$ cat src/hdl/mvg_pkg.sv
// Package for the marker vertex generator: codes, shared types and the
// fixed-point sine and cosine used to build the glyph tables. No dependencies.
`default_nettype none

package mvg_pkg;

   // Marker type register codes.
   localparam logic [3:0] MT_DOT      = 4'd0;
   localparam logic [3:0] MT_PLUS     = 4'd1;
   localparam logic [3:0] MT_ASTERISK = 4'd2;
   localparam logic [3:0] MT_CROSS    = 4'd3;
   localparam logic [3:0] MT_CIRCLE   = 4'd4;
   localparam logic [3:0] MT_TRIANGLE = 4'd5;
   localparam logic [3:0] MT_SQUARE   = 4'd6;
   localparam logic [3:0] MT_PENTAGON = 4'd7;
   localparam logic [3:0] MT_HEXAGON  = 4'd8;

   // Primitive kind codes on the result channel.
   localparam logic [1:0] PK_POINT = 2'd0;
   localparam logic [1:0] PK_LINE  = 2'd1;
   localparam logic [1:0] PK_FAN   = 2'd2;
   localparam logic [1:0] PK_RSVD  = 2'd3;

   // Register indexes on the configuration port.
   localparam logic REG_MARKER_TYPE = 1'b0;
   localparam logic REG_MARKER_SIZE = 1'b1;

   localparam logic [3:0]  MARKER_TYPE_RESET = MT_DOT;
   localparam logic [23:0] MARKER_SIZE_RESET = 24'd65536;

   localparam int CIRCLE_SIDES_DEFAULT = 40;
   localparam int QUEUE_DEPTH          = 4;

   // 1/1.414 in Q0.16 and its rounding term.
   localparam logic [15:0] INV_1414_Q16 = 16'd46348;
   localparam logic [38:0] DIAG_ROUND   = 39'd32768;

   localparam logic [63:0] Q30_ONE     = 64'd1073741824;
   localparam logic [63:0] HALF_PI_Q30 = 64'd1686629713;

   // One marker center waiting in the queue.
   typedef struct packed {
      logic signed [31:0] x;
      logic signed [31:0] y;
      logic [3:0]         mtype;
   } mvg_item_type;

   // Scale values derived from the size register.
   typedef struct packed {
      logic [23:0] size;
      logic [22:0] half;
      logic [22:0] diag;
   } mvg_cfg_type;

   // Q1.15 cosine and sine of one fan angle.
   typedef struct packed {
      logic signed [15:0] cosv;
      logic signed [15:0] sinv;
   } trig_pair_type;

   // One Horner term: 1 - sub, floored at zero.
   function automatic logic [63:0] horner_clamp(input logic [63:0] sub);
      return (sub >= Q30_ONE) ? 64'd0 : (Q30_ONE - sub);
   endfunction

   // Q30 value rounded into Q1.15, capped at the largest positive code.
   function automatic logic signed [15:0] to_q15(input logic [63:0] v);
      logic [63:0] r;
      r = (v + 64'd16384) >> 15;
      return (r > 64'd32767) ? 16'sd32767 : 16'(r);
   endfunction

   // Cosine and sine of phase p in 1/65536 turn. Only called with constant
   // arguments, so it folds into table constants.
   function automatic trig_pair_type trig_q15(input logic [15:0] p);
      logic [63:0]        r;
      logic [63:0]        u;
      logic [63:0]        u2;
      logic [63:0]        t;
      logic signed [15:0] c;
      logic signed [15:0] s;
      trig_pair_type      res;
      r  = {50'd0, p[13:0]};
      u  = (r * HALF_PI_Q30) >> 14;
      u2 = (u * u) >> 30;
      // Sine series.
      t = Q30_ONE;
      t = horner_clamp(((u2 * t) >> 30) / 64'd110);
      t = horner_clamp(((u2 * t) >> 30) / 64'd72);
      t = horner_clamp(((u2 * t) >> 30) / 64'd42);
      t = horner_clamp(((u2 * t) >> 30) / 64'd20);
      t = horner_clamp(((u2 * t) >> 30) / 64'd6);
      s = to_q15((u * t) >> 30);
      // Cosine series.
      t = Q30_ONE;
      t = horner_clamp(((u2 * t) >> 30) / 64'd132);
      t = horner_clamp(((u2 * t) >> 30) / 64'd90);
      t = horner_clamp(((u2 * t) >> 30) / 64'd56);
      t = horner_clamp(((u2 * t) >> 30) / 64'd30);
      t = horner_clamp(((u2 * t) >> 30) / 64'd12);
      t = horner_clamp(((u2 * t) >> 30) / 64'd2);
      c = to_q15(t);
      // Rotate by quadrant.
      case (p[15:14])
         2'd0: begin
            res.cosv = c;
            res.sinv = s;
         end
         2'd1: begin
            res.cosv = -s;
            res.sinv = c;
         end
         2'd2: begin
            res.cosv = -c;
            res.sinv = -s;
         end
         default: begin
            res.cosv = s;
            res.sinv = -c;
         end
      endcase
      return res;
   endfunction

endpackage

`default_nettype wire

$ cat src/hdl/mvg_front.sv
// Front end of the marker vertex generator: configuration registers,
// input acceptance and marker type screening. Uses mvg_pkg.
`default_nettype none

module mvg_front (
   input  wire logic                 clock,
   input  wire logic                 reset,
   // Configuration port
   input  wire logic                 csr_psel,
   input  wire logic                 csr_penable,
   input  wire logic                 csr_pwrite,
   input  wire logic [2:0]           csr_paddr,
   input  wire logic [31:0]          csr_pwdata,
   output logic [31:0]               csr_prdata,
   output logic                      csr_pready,
   // Input channel
   input  wire logic                 req_valid,
   output logic                      req_stall,
   input  wire logic signed [31:0]   req_point_x,
   input  wire logic signed [31:0]   req_point_y,
   // Queue side
   input  wire logic                 queue_full,
   output logic                      push,
   output mvg_pkg::mvg_item_type     push_item,
   output mvg_pkg::mvg_cfg_type      cfg
);

   logic [3:0]  mtype_ff;
   logic [3:0]  mtype_in;
   logic [23:0] size_ff;
   logic [23:0] size_in;
   logic [22:0] diag_ff;
   logic [22:0] diag_in;
   logic [22:0] half;
   logic [38:0] diag_prod;
   logic        csr_write;
   logic        accept;
   logic        type_ok;

   // Register writes complete in the access phase.
   assign csr_pready = 1'b1;
   assign csr_write  = csr_psel && csr_penable && csr_pwrite;

   always_comb begin
      mtype_in = mtype_ff;
      size_in  = size_ff;
      if (csr_write) begin
         case (csr_paddr[2])
            mvg_pkg::REG_MARKER_TYPE: mtype_in = csr_pwdata[3:0];
            mvg_pkg::REG_MARKER_SIZE: size_in  = csr_pwdata[23:0];
            default: ;
         endcase
      end
   end

   // Read mux.
   always_comb begin
      case (csr_paddr[2])
         mvg_pkg::REG_MARKER_TYPE: csr_prdata = {28'd0, mtype_ff};
         mvg_pkg::REG_MARKER_SIZE: csr_prdata = {8'd0, size_ff};
         default:                  csr_prdata = 32'd0;
      endcase
   end

   // Half size and diagonal offset, refreshed every cycle from the size.
   assign half      = size_ff[23:1];
   assign diag_prod = 39'(half) * 39'(mvg_pkg::INV_1414_Q16) + mvg_pkg::DIAG_ROUND;
   assign diag_in   = diag_prod[38:16];

   always_ff @(posedge clock) begin
      if (reset) begin
         mtype_ff <= mvg_pkg::MARKER_TYPE_RESET;
         size_ff  <= mvg_pkg::MARKER_SIZE_RESET;
      end else begin
         mtype_ff <= mtype_in;
         size_ff  <= size_in;
      end
   end

   always_ff @(posedge clock) begin
      diag_ff <= diag_in;
   end

   assign cfg.size = size_ff;
   assign cfg.half = half;
   assign cfg.diag = diag_ff;

   // Accept while the queue has room; unused type codes are dropped here.
   assign req_stall = queue_full;
   assign accept    = req_valid && !req_stall;
   assign type_ok   = (mtype_ff <= mvg_pkg::MT_HEXAGON);
   assign push      = accept && type_ok;

   assign push_item.x     = req_point_x;
   assign push_item.y     = req_point_y;
   assign push_item.mtype = mtype_ff;

endmodule

`default_nettype wire

$ cat src/hdl/mvg_queue.sv
// Short queue of accepted markers between the front and back ends.
// Uses mvg_pkg for the item type and depth.
`default_nettype none

module mvg_queue (
   input  wire logic                 clock,
   input  wire logic                 reset,
   input  wire logic                 push,
   input  wire mvg_pkg::mvg_item_type push_item,
   input  wire logic                 pop,
   output mvg_pkg::mvg_item_type     head_item,
   output logic                      head_valid,
   output logic                      full
);

   localparam int DEPTH = mvg_pkg::QUEUE_DEPTH;
   localparam int PW    = $clog2(DEPTH);
   localparam int CW    = $clog2(DEPTH + 1);

   mvg_pkg::mvg_item_type slot_ff [DEPTH];
   logic [PW-1:0] wr_ptr_ff;
   logic [PW-1:0] wr_ptr_in;
   logic [PW-1:0] rd_ptr_ff;
   logic [PW-1:0] rd_ptr_in;
   logic [CW-1:0] count_ff;
   logic [CW-1:0] count_in;
   logic          do_pop;

   assign head_valid = (count_ff != '0);
   assign full       = (count_ff == CW'(DEPTH));
   assign head_item  = slot_ff[rd_ptr_ff];
   assign do_pop     = pop && head_valid;

   // Pointer and fill count update.
   always_comb begin
      wr_ptr_in = wr_ptr_ff;
      rd_ptr_in = rd_ptr_ff;
      count_in  = count_ff;
      if (push) begin
         wr_ptr_in = (wr_ptr_ff == PW'(DEPTH - 1)) ? '0 : wr_ptr_ff + 1'b1;
      end
      if (do_pop) begin
         rd_ptr_in = (rd_ptr_ff == PW'(DEPTH - 1)) ? '0 : rd_ptr_ff + 1'b1;
      end
      if (push && !do_pop) begin
         count_in = count_ff + 1'b1;
      end else if (!push && do_pop) begin
         count_in = count_ff - 1'b1;
      end
   end

   always_ff @(posedge clock) begin
      if (reset) begin
         wr_ptr_ff <= '0;
         rd_ptr_ff <= '0;
         count_ff  <= '0;
      end else begin
         wr_ptr_ff <= wr_ptr_in;
         rd_ptr_ff <= rd_ptr_in;
         count_ff  <= count_in;
      end
   end

   // Entry storage.
   always_ff @(posedge clock) begin
      if (push) begin
         slot_ff[wr_ptr_ff] <= push_item;
      end
   end

endmodule

`default_nettype wire

$ cat src/hdl/mvg_back.sv
// Back end of the marker vertex generator: vertex sequencer, scaling
// multipliers, saturating add and the result register. Uses mvg_pkg.
`default_nettype none

module mvg_back #(
   parameter int CIRCLE_SIDES = mvg_pkg::CIRCLE_SIDES_DEFAULT
) (
   input  wire logic                  clock,
   input  wire logic                  reset,
   input  wire mvg_pkg::mvg_item_type head_item,
   input  wire logic                  head_valid,
   output logic                       pop,
   input  wire mvg_pkg::mvg_cfg_type  cfg,
   output logic                       rsp_valid,
   input  wire logic                  rsp_stall,
   output logic signed [31:0]         rsp_vert_x,
   output logic signed [31:0]         rsp_vert_y,
   output logic [1:0]                 rsp_prim_kind,
   output logic                       rsp_last_vertex
);

   localparam int JW = $clog2(CIRCLE_SIDES);
   localparam int CW = $clog2(CIRCLE_SIDES + 1);
   localparam int POLY_MIN = 3;
   localparam int POLY_NUM = 4;
   localparam int POLY_MAX = 8;

   // Fan angle tables, folded to constants at elaboration.
   mvg_pkg::trig_pair_type circ_trig [CIRCLE_SIDES];
   mvg_pkg::trig_pair_type poly_trig [POLY_NUM][POLY_MAX];

   for (genvar gj = 0; gj < CIRCLE_SIDES; gj++) begin : g_circ
      localparam int PH = ((2 * gj + 1) * 65536) / (2 * CIRCLE_SIDES);
      assign circ_trig[gj] = mvg_pkg::trig_q15(16'(PH));
   end

   for (genvar gk = 0; gk < POLY_NUM; gk++) begin : g_poly
      for (genvar gj = 0; gj < POLY_MAX; gj++) begin : g_vert
         if (gj < gk + POLY_MIN) begin : g_used
            localparam int PH = ((2 * gj + 1) * 65536) / (2 * (gk + POLY_MIN));
            assign poly_trig[gk][gj] = mvg_pkg::trig_q15(16'(PH));
         end else begin : g_unused
            assign poly_trig[gk][gj] = '0;
         end
      end
   end

   // Pipeline advance: everything moves when the result register frees up.
   logic adv;
   logic out_v_ff;
   assign adv = !out_v_ff || !rsp_stall;

   // ---------------- Sequencer and offset selection ----------------
   logic [JW-1:0]          j_ff;
   logic [JW-1:0]          j_in;
   logic [CW-1:0]          vcount;
   logic                   is_last;
   logic [1:0]             poly_sel;
   logic signed [24:0]     hp;
   logic signed [24:0]     sp;
   logic signed [24:0]     dx_sel;
   logic signed [24:0]     dy_sel;
   logic [1:0]             kind_sel;
   logic                   fan_sel;
   mvg_pkg::trig_pair_type trig_sel;

   assign hp       = $signed({2'b00, cfg.half});
   assign sp       = $signed({2'b00, cfg.diag});
   assign poly_sel = 2'(head_item.mtype - mvg_pkg::MT_TRIANGLE);

   // Vertex count of the marker at the queue head.
   always_comb begin
      case (head_item.mtype)
         mvg_pkg::MT_DOT:      vcount = CW'(1);
         mvg_pkg::MT_PLUS:     vcount = CW'(4);
         mvg_pkg::MT_ASTERISK: vcount = CW'(8);
         mvg_pkg::MT_CROSS:    vcount = CW'(4);
         mvg_pkg::MT_CIRCLE:   vcount = CW'(CIRCLE_SIDES);
         mvg_pkg::MT_TRIANGLE: vcount = CW'(3);
         mvg_pkg::MT_SQUARE:   vcount = CW'(4);
         mvg_pkg::MT_PENTAGON: vcount = CW'(5);
         default:              vcount = CW'(6);
      endcase
   end

   assign is_last = (CW'(j_ff) == vcount - 1'b1);
   assign pop     = adv && head_valid && is_last;

   always_comb begin
      j_in = j_ff;
      if (adv && head_valid) begin
         j_in = is_last ? '0 : j_ff + 1'b1;
      end
   end

   always_ff @(posedge clock) begin
      if (reset) begin
         j_ff <= '0;
      end else begin
         j_ff <= j_in;
      end
   end

   // Offsets for the line glyphs and the fan table lookup.
   always_comb begin
      dx_sel   = '0;
      dy_sel   = '0;
      kind_sel = mvg_pkg::PK_LINE;
      fan_sel  = 1'b0;
      trig_sel = poly_trig[poly_sel][j_ff[2:0]];
      case (head_item.mtype)
         mvg_pkg::MT_DOT: begin
            kind_sel = mvg_pkg::PK_POINT;
         end
         mvg_pkg::MT_PLUS, mvg_pkg::MT_ASTERISK: begin
            case (j_ff[2:0])
               3'd0: dx_sel = -hp;
               3'd1: dx_sel = hp;
               3'd2: dy_sel = -hp;
               3'd3: dy_sel = hp;
               3'd4: begin
                  dx_sel = -sp;
                  dy_sel = sp;
               end
               3'd5: begin
                  dx_sel = sp;
                  dy_sel = -sp;
               end
               3'd6: begin
                  dx_sel = -sp;
                  dy_sel = -sp;
               end
               default: begin
                  dx_sel = sp;
                  dy_sel = sp;
               end
            endcase
         end
         mvg_pkg::MT_CROSS: begin
            case (j_ff[1:0])
               2'd0: begin
                  dx_sel = -hp;
                  dy_sel = hp;
               end
               2'd1: begin
                  dx_sel = hp;
                  dy_sel = -hp;
               end
               2'd2: begin
                  dx_sel = -hp;
                  dy_sel = -hp;
               end
               default: begin
                  dx_sel = hp;
                  dy_sel = hp;
               end
            endcase
         end
         mvg_pkg::MT_CIRCLE: begin
            kind_sel = mvg_pkg::PK_FAN;
            fan_sel  = 1'b1;
            trig_sel = circ_trig[j_ff];
         end
         default: begin
            kind_sel = mvg_pkg::PK_FAN;
            fan_sel  = 1'b1;
         end
      endcase
   end

   // ---------------- Stage A: selected vertex ----------------
   logic                   sa_v_ff;
   logic signed [31:0]     sa_x_ff;
   logic signed [31:0]     sa_y_ff;
   logic [1:0]             sa_kind_ff;
   logic                   sa_last_ff;
   logic                   sa_fan_ff;
   logic signed [24:0]     sa_dx_ff;
   logic signed [24:0]     sa_dy_ff;
   mvg_pkg::trig_pair_type sa_trig_ff;

   always_ff @(posedge clock) begin
      if (reset) begin
         sa_v_ff <= 1'b0;
      end else if (adv) begin
         sa_v_ff <= head_valid;
      end
   end

   always_ff @(posedge clock) begin
      if (adv) begin
         sa_x_ff    <= head_item.x;
         sa_y_ff    <= head_item.y;
         sa_kind_ff <= kind_sel;
         sa_last_ff <= is_last;
         sa_fan_ff  <= fan_sel;
         sa_dx_ff   <= dx_sel;
         sa_dy_ff   <= dy_sel;
         sa_trig_ff <= trig_sel;
      end
   end

   // ---------------- Stage B: size times trig magnitude ----------------
   logic               sb_v_ff;
   logic signed [31:0] sb_x_ff;
   logic signed [31:0] sb_y_ff;
   logic [1:0]         sb_kind_ff;
   logic               sb_last_ff;
   logic               sb_fan_ff;
   logic signed [24:0] sb_dx_ff;
   logic signed [24:0] sb_dy_ff;
   logic [38:0]        sb_mx_ff;
   logic [38:0]        sb_my_ff;
   logic               sb_nx_ff;
   logic               sb_ny_ff;
   logic [14:0]        abs_c;
   logic [14:0]        abs_s;

   assign abs_c = sa_trig_ff.cosv[15] ? 15'(-sa_trig_ff.cosv) : sa_trig_ff.cosv[14:0];
   assign abs_s = sa_trig_ff.sinv[15] ? 15'(-sa_trig_ff.sinv) : sa_trig_ff.sinv[14:0];

   always_ff @(posedge clock) begin
      if (reset) begin
         sb_v_ff <= 1'b0;
      end else if (adv) begin
         sb_v_ff <= sa_v_ff;
      end
   end

   always_ff @(posedge clock) begin
      if (adv) begin
         sb_x_ff    <= sa_x_ff;
         sb_y_ff    <= sa_y_ff;
         sb_kind_ff <= sa_kind_ff;
         sb_last_ff <= sa_last_ff;
         sb_fan_ff  <= sa_fan_ff;
         sb_dx_ff   <= sa_dx_ff;
         sb_dy_ff   <= sa_dy_ff;
         sb_mx_ff   <= 39'(cfg.size) * 39'(abs_c);
         sb_my_ff   <= 39'(cfg.size) * 39'(abs_s);
         sb_nx_ff   <= sa_trig_ff.cosv[15];
         sb_ny_ff   <= sa_trig_ff.sinv[15];
      end
   end

   // ---------------- Stage C: round, add, saturate ----------------
   logic [38:0]        rx;
   logic [38:0]        ry;
   logic signed [25:0] fx;
   logic signed [25:0] fy;
   logic signed [25:0] offx;
   logic signed [25:0] offy;
   logic signed [32:0] sumx;
   logic signed [32:0] sumy;
   logic signed [31:0] satx;
   logic signed [31:0] saty;

   assign rx = sb_mx_ff + 39'd16384;
   assign ry = sb_my_ff + 39'd16384;
   assign fx = sb_nx_ff ? -$signed({2'b00, rx[38:15]}) : $signed({2'b00, rx[38:15]});
   assign fy = sb_ny_ff ? -$signed({2'b00, ry[38:15]}) : $signed({2'b00, ry[38:15]});

   assign offx = sb_fan_ff ? fx : 26'(sb_dx_ff);
   assign offy = sb_fan_ff ? fy : 26'(sb_dy_ff);

   assign sumx = 33'(sb_x_ff) + 33'(offx);
   assign sumy = 33'(sb_y_ff) + 33'(offy);

   // Clamp to the signed 32-bit range when the sum overflows.
   always_comb begin
      satx = sumx[31:0];
      saty = sumy[31:0];
      if (sumx[32] != sumx[31]) begin
         satx = sumx[32] ? 32'sh8000_0000 : 32'sh7FFF_FFFF;
      end
      if (sumy[32] != sumy[31]) begin
         saty = sumy[32] ? 32'sh8000_0000 : 32'sh7FFF_FFFF;
      end
   end

   // ---------------- Result register ----------------
   logic signed [31:0] out_x_ff;
   logic signed [31:0] out_y_ff;
   logic [1:0]         out_kind_ff;
   logic               out_last_ff;

   always_ff @(posedge clock) begin
      if (reset) begin
         out_v_ff <= 1'b0;
      end else if (adv) begin
         out_v_ff <= sb_v_ff;
      end
   end

   always_ff @(posedge clock) begin
      if (adv) begin
         out_x_ff    <= satx;
         out_y_ff    <= saty;
         out_kind_ff <= sb_kind_ff;
         out_last_ff <= sb_last_ff;
      end
   end

   assign rsp_valid       = out_v_ff;
   assign rsp_vert_x      = out_x_ff;
   assign rsp_vert_y      = out_y_ff;
   assign rsp_prim_kind   = out_kind_ff;
   assign rsp_last_vertex = out_last_ff;

endmodule

`default_nettype wire

$ cat src/hdl/marker_vertex_generator_top.sv
// Top level of the marker vertex generator: front end, marker queue and
// back end. Uses mvg_pkg, mvg_front, mvg_queue and mvg_back.
//
//   Channel   Direction  Handshake         Payload
//   req       in         req_valid/stall   point_x, point_y
//   rsp       out        rsp_valid/stall   vert_x, vert_y, prim_kind, last_vertex
//   csr       in/out     psel/penable      marker_type (0x0), marker_size (0x4)
//
// A marker has 1 vertex for a dot, 3 to 8 for lines and polygons, CIRCLE_SIDES
// for a circle, set by the back-end sequencer that issues one vertex per cycle
// while rsp is not stalled. Each vertex passes through stage A, stage B and the
// result register. A four-entry queue lets the input keep accepting while the
// back end works or rsp is stalled; a stall freezes the back end. Reset is
// synchronous and clears the registers, queue and pipeline valids.
`default_nettype none

module marker_vertex_generator_top #(
   parameter int CIRCLE_SIDES = mvg_pkg::CIRCLE_SIDES_DEFAULT
) (
   input  wire logic                clock,
   input  wire logic                reset,
   // Configuration port
   input  wire logic                csr_psel,
   input  wire logic                csr_penable,
   input  wire logic                csr_pwrite,
   input  wire logic [2:0]          csr_paddr,
   input  wire logic [31:0]         csr_pwdata,
   output logic [31:0]              csr_prdata,
   output logic                     csr_pready,
   // Input channel
   input  wire logic                req_valid,
   output logic                     req_stall,
   input  wire logic signed [31:0]  req_point_x,
   input  wire logic signed [31:0]  req_point_y,
   // Result channel
   output logic                     rsp_valid,
   input  wire logic                rsp_stall,
   output logic signed [31:0]       rsp_vert_x,
   output logic signed [31:0]       rsp_vert_y,
   output logic [1:0]               rsp_prim_kind,
   output logic                     rsp_last_vertex
);

   logic                  push;
   logic                  pop;
   logic                  queue_full;
   logic                  head_valid;
   mvg_pkg::mvg_item_type push_item;
   mvg_pkg::mvg_item_type head_item;
   mvg_pkg::mvg_cfg_type  cfg;

   // Accept and screen markers, hold configuration.
   mvg_front u_front (
      .clock       (clock),
      .reset       (reset),
      .csr_psel    (csr_psel),
      .csr_penable (csr_penable),
      .csr_pwrite  (csr_pwrite),
      .csr_paddr   (csr_paddr),
      .csr_pwdata  (csr_pwdata),
      .csr_prdata  (csr_prdata),
      .csr_pready  (csr_pready),
      .req_valid   (req_valid),
      .req_stall   (req_stall),
      .req_point_x (req_point_x),
      .req_point_y (req_point_y),
      .queue_full  (queue_full),
      .push        (push),
      .push_item   (push_item),
      .cfg         (cfg)
   );

   // Markers waiting for the back end.
   mvg_queue u_queue (
      .clock      (clock),
      .reset      (reset),
      .push       (push),
      .push_item  (push_item),
      .pop        (pop),
      .head_item  (head_item),
      .head_valid (head_valid),
      .full       (queue_full)
   );

   // Expand each marker into its vertices.
   mvg_back #(
      .CIRCLE_SIDES (CIRCLE_SIDES)
   ) u_back (
      .clock           (clock),
      .reset           (reset),
      .head_item       (head_item),
      .head_valid      (head_valid),
      .pop             (pop),
      .cfg             (cfg),
      .rsp_valid       (rsp_valid),
      .rsp_stall       (rsp_stall),
      .rsp_vert_x      (rsp_vert_x),
      .rsp_vert_y      (rsp_vert_y),
      .rsp_prim_kind   (rsp_prim_kind),
      .rsp_last_vertex (rsp_last_vertex)
   );

endmodule

`default_nettype wire

$ cat config.mk
export PLATFORM = sky130hd
export DESIGN_NAME = marker_vertex_generator_top
export DESIGN_NICKNAME = d
export VERILOG_FILES = /design/src/hdl/mvg_pkg.sv /design/src/hdl/mvg_front.sv /design/src/hdl/mvg_queue.sv /design/src/hdl/mvg_back.sv /design/src/hdl/marker_vertex_generator_top.sv
export SDC_FILE = /design/constraint.sdc
export NUM_CORES = 2
export LEC_CHECK = 0
export BUFFER_PORTS_ARGS = -buffer_cell sky130_fd_sc_hd__buf_4
export CORE_MARGIN = 2
export CORE_UTILIZATION = 45
export DETAILED_ROUTE_END_ITERATION = 12
export GPL_TIMING_DRIVEN = 0
export SYNTH_ARGS = -nofsm -noshare
export SYNTH_HDL_FRONTEND = slang
export SYNTH_SLANG_ARGS = --single-unit
$ cat constraint.sdc
create_clock -name clock -period 11.4 [get_ports clock]
set_input_delay 1.71 -clock clock [delete_from_list [all_inputs] [get_ports clock]]
set_output_delay 1.71 -clock clock [all_outputs]
set_load 0.01 [all_outputs]
==> impl_results.md <==
- Clk_lat worst skew: 0.69 ns
- Worst-Margin Slew: 1.47 ns
- CP delay by family, top: adder cells
- Post-CTS resize count: 0
- First-pass detailed-route iteration total: 7
- Core area: 0.142 mm^2
- Kind of critical path: flop to flop
- DRC viols: 0
- Pin count of the biggest net entering global routing: 114
- Worst min-delay path class: flop to flop
- Worst EP arrival: 11.23 ns
- # hold bufs at CTS: 0
- Half-perimeter wire length after placement: 165,000 um
- Number of global-route vias before repair: 49,500
- Starting density of the core: 0.454
- Worst Skew: 0.0421 ns
- Peak VDD IR: 0.184 mV
- Fin util: 0.503
- Maximum fanout along the worst path: 10
- Total gr overflow: 0
- Asr flop ratio synth: 0
- Share of cells above drive strength 1: 0.0770
- Crit-path max cell delay: 1.00 ns
- Worst EP required: 11.86 ns
- Final setup viols: 0
- First-pass GRT wire length: 314,000 um
- Die Span Y: 382 um
- Final Cycle Share: 0.945
- RSZ-0062 raised after global routing: no
- Initial DRC count: 4,626
- Max-slew headroom: 0.0124
- Max frequency: 92.8 MHz
- Worst-path clk slew: 0.06 ns
- Count of state elements after synthesis: 728
- Placed insts: 8,376
- Syn. warnings: 0
- Most frequent cells in the layout: inv_1 (792), nand2_1 (700), edfxtp_1 (659), fa_1 (657), ha_1 (453)
- Total track usage: 0.289
- Pleak: 30.7 nW
- Number of port buffers: 186
- CP Capture Type: flop
- Clock root cell: clkbuf_16
- H-tree levels: 3
- Final hold vios: 0
- Setup TNS: 0 ns
- CP bufs+invs: 7
- Cts bufs inserted: 80
- Vias/cell: 5.71
- EDFF count, synth: 659
- Unique cell type count in the Yosys netlist: 103
- Die Wd: 382 um
- Avg Cell Area, Syn: 10.3 um^2
- Crit path time final: 10.77 ns
- Synthesized area: 0.0645 mm^2
- CTS tree: yes
- Nets: 7,783
- Initial antenna violation count: 17
- Max-slew violations: 0
- Commonest non-fill, non-tap cell in the layout: inv_1
- Post-CTS setup buffers: 0
- Routed len/inst: 24.6 um
- Detailed Route WL: 210,000 um
- I/O pin count: 208
- Max-cap violations: 0
- Layout area overhead: 10.7%
- Pwr Density: 247 mW/mm^2
- Dominant synthesized flop cell: edfxtp_1
- Mapped Cells: 6,286
- CP max stage cell: xor2_1
- Antenna Violating Nets Remaining: 0
- Die Area: 0.146 mm^2
- Run status: completed
- Final cell count without fillers: 8,528
- Post-synthesis sequential area ratio: 0.328
- Clock sinks: 728
- Vias: 48,700
- Most used cell, CP: fa_1
- Rows: 138
- CP Launch Type: flop
- Clk buf depth: 3
- Routability cong.: 0.971
## power by group
group	leakage, nW	switching [mW]	internal [mW]
Sequential	7.30	0.447	4.05
Clock	1.39	1.14	1.64
Combinational	22.1	6.75	3.62
## flip-flops by register name (all words and copies together), names as in the netlist, 32 cells and up, named ones only
signal             cells
u_back.sa_trig_ff     32
u_queue.slot_ff      272
u_back.rsp_vert_x     32
u_back.sb_x_ff        32
u_back.sa_x_ff        32
u_back.rsp_vert_y     32
u_back.sb_y_ff        32
u_back.sa_y_ff        32
## per-layer routing
metal / up-vias / global-route usage / wire length [um]
met2: 2119 / 0.446 / 93300
met4: 20 / 0.145 / 12300
met1: 24200 / 0.394 / 87700
met5: - / 0 / 142
met3: 521 / 0.0479 / 16200
li1: 21800 / - / -
## kinds of logic after synthesis
logic type      count (synthesis)  synth area share
compound gates               1056             0.102
xor+xnor                      326            0.0443
fa+ha+maj                    1122             0.294
buf+inv                      1152            0.0684
flops                         728             0.328
mux                           132            0.0346
other cells                     2          0.000117
simple gates                 1768             0.128
## layout make-up
cell class / instances / area [um^2]
fill: 13100 / 70600
multi-input combinational: 4413 / 38900
sequential: 728 / 21200
inverter: 801 / 3010
tap: 1890 / 2360
clock buffer: 92 / 2060
timing repair buffer: 193 / 1590
buffer: 350 / 1400
clock inverter: 58 / 817
antenna: 3 / 7.51
## cells in the mapped netlist (all sizes together) (31+ instances only)
| library cell | count | area [um^2] |
|---|---|---|
| or3 | 37 | 256 |
| buf | 53 | 287 |
| o21ai | 275 | 1380 |
| xor2 | 114 | 998 |
| nand2 | 702 | 2640 |
| inv | 797 | 2990 |
| nor2b | 57 | 357 |
| nand4 | 35 | 231 |
| clkbuf | 298 | 1120 |
| nand3 | 85 | 425 |
| a211oi | 39 | 298 |
| nand2b | 31 | 201 |
| mux4 | 69 | 1550 |
| fa | 657 | 13200 |
| a31oi | 31 | 194 |
| nor2 | 410 | 1540 |
| nor3 | 94 | 495 |
| a21o | 85 | 638 |
| ha | 453 | 5670 |
| and2 | 208 | 1300 |
| o22ai | 56 | 357 |
| dfxtp | 69 | 1380 |
| o31ai | 31 | 238 |
| edfxtp | 659 | 19800 |
| a21oi | 320 | 1600 |
| mux2 | 36 | 409 |
| xnor2 | 212 | 1860 |
## path summary, 6_finish.rpt
path / startpoint / endpoint / slack (ns) / cells after the start
max reg2reg: u_back.sa_trig_ff[0] / u_back.sb_my_ff[26] / 0.63 / 29
max: u_back.sa_trig_ff[0] / u_back.sb_my_ff[26] / 0.63 / 29
min: u_back.sa_x_ff[7] / u_back.sb_x_ff[7] / 0.40 / 0
min reg2reg: u_back.sa_x_ff[7] / u_back.sb_x_ff[7] / 0.40 / 0
## metrics by stage
step / setup slack (ns) / hold slack (ns) / power [mW] / cell area [um^2]
final: 0.627 / 0.402 / 17.7 / 71300
after global routing: 0.179 / 0.410 / 18.8 / 71300
after CTS: 0.283 / 0.400 / 17.6 / 71300
after detailed placement: 0.321 / 0.405 / 14.7 / 68500
after global placement: 0.338 / 0.400 / 14.7 / 68300
after floorplan: 2.99 / 0.400 / 11.2 / 64500
(Power assumes the default switching activity.)
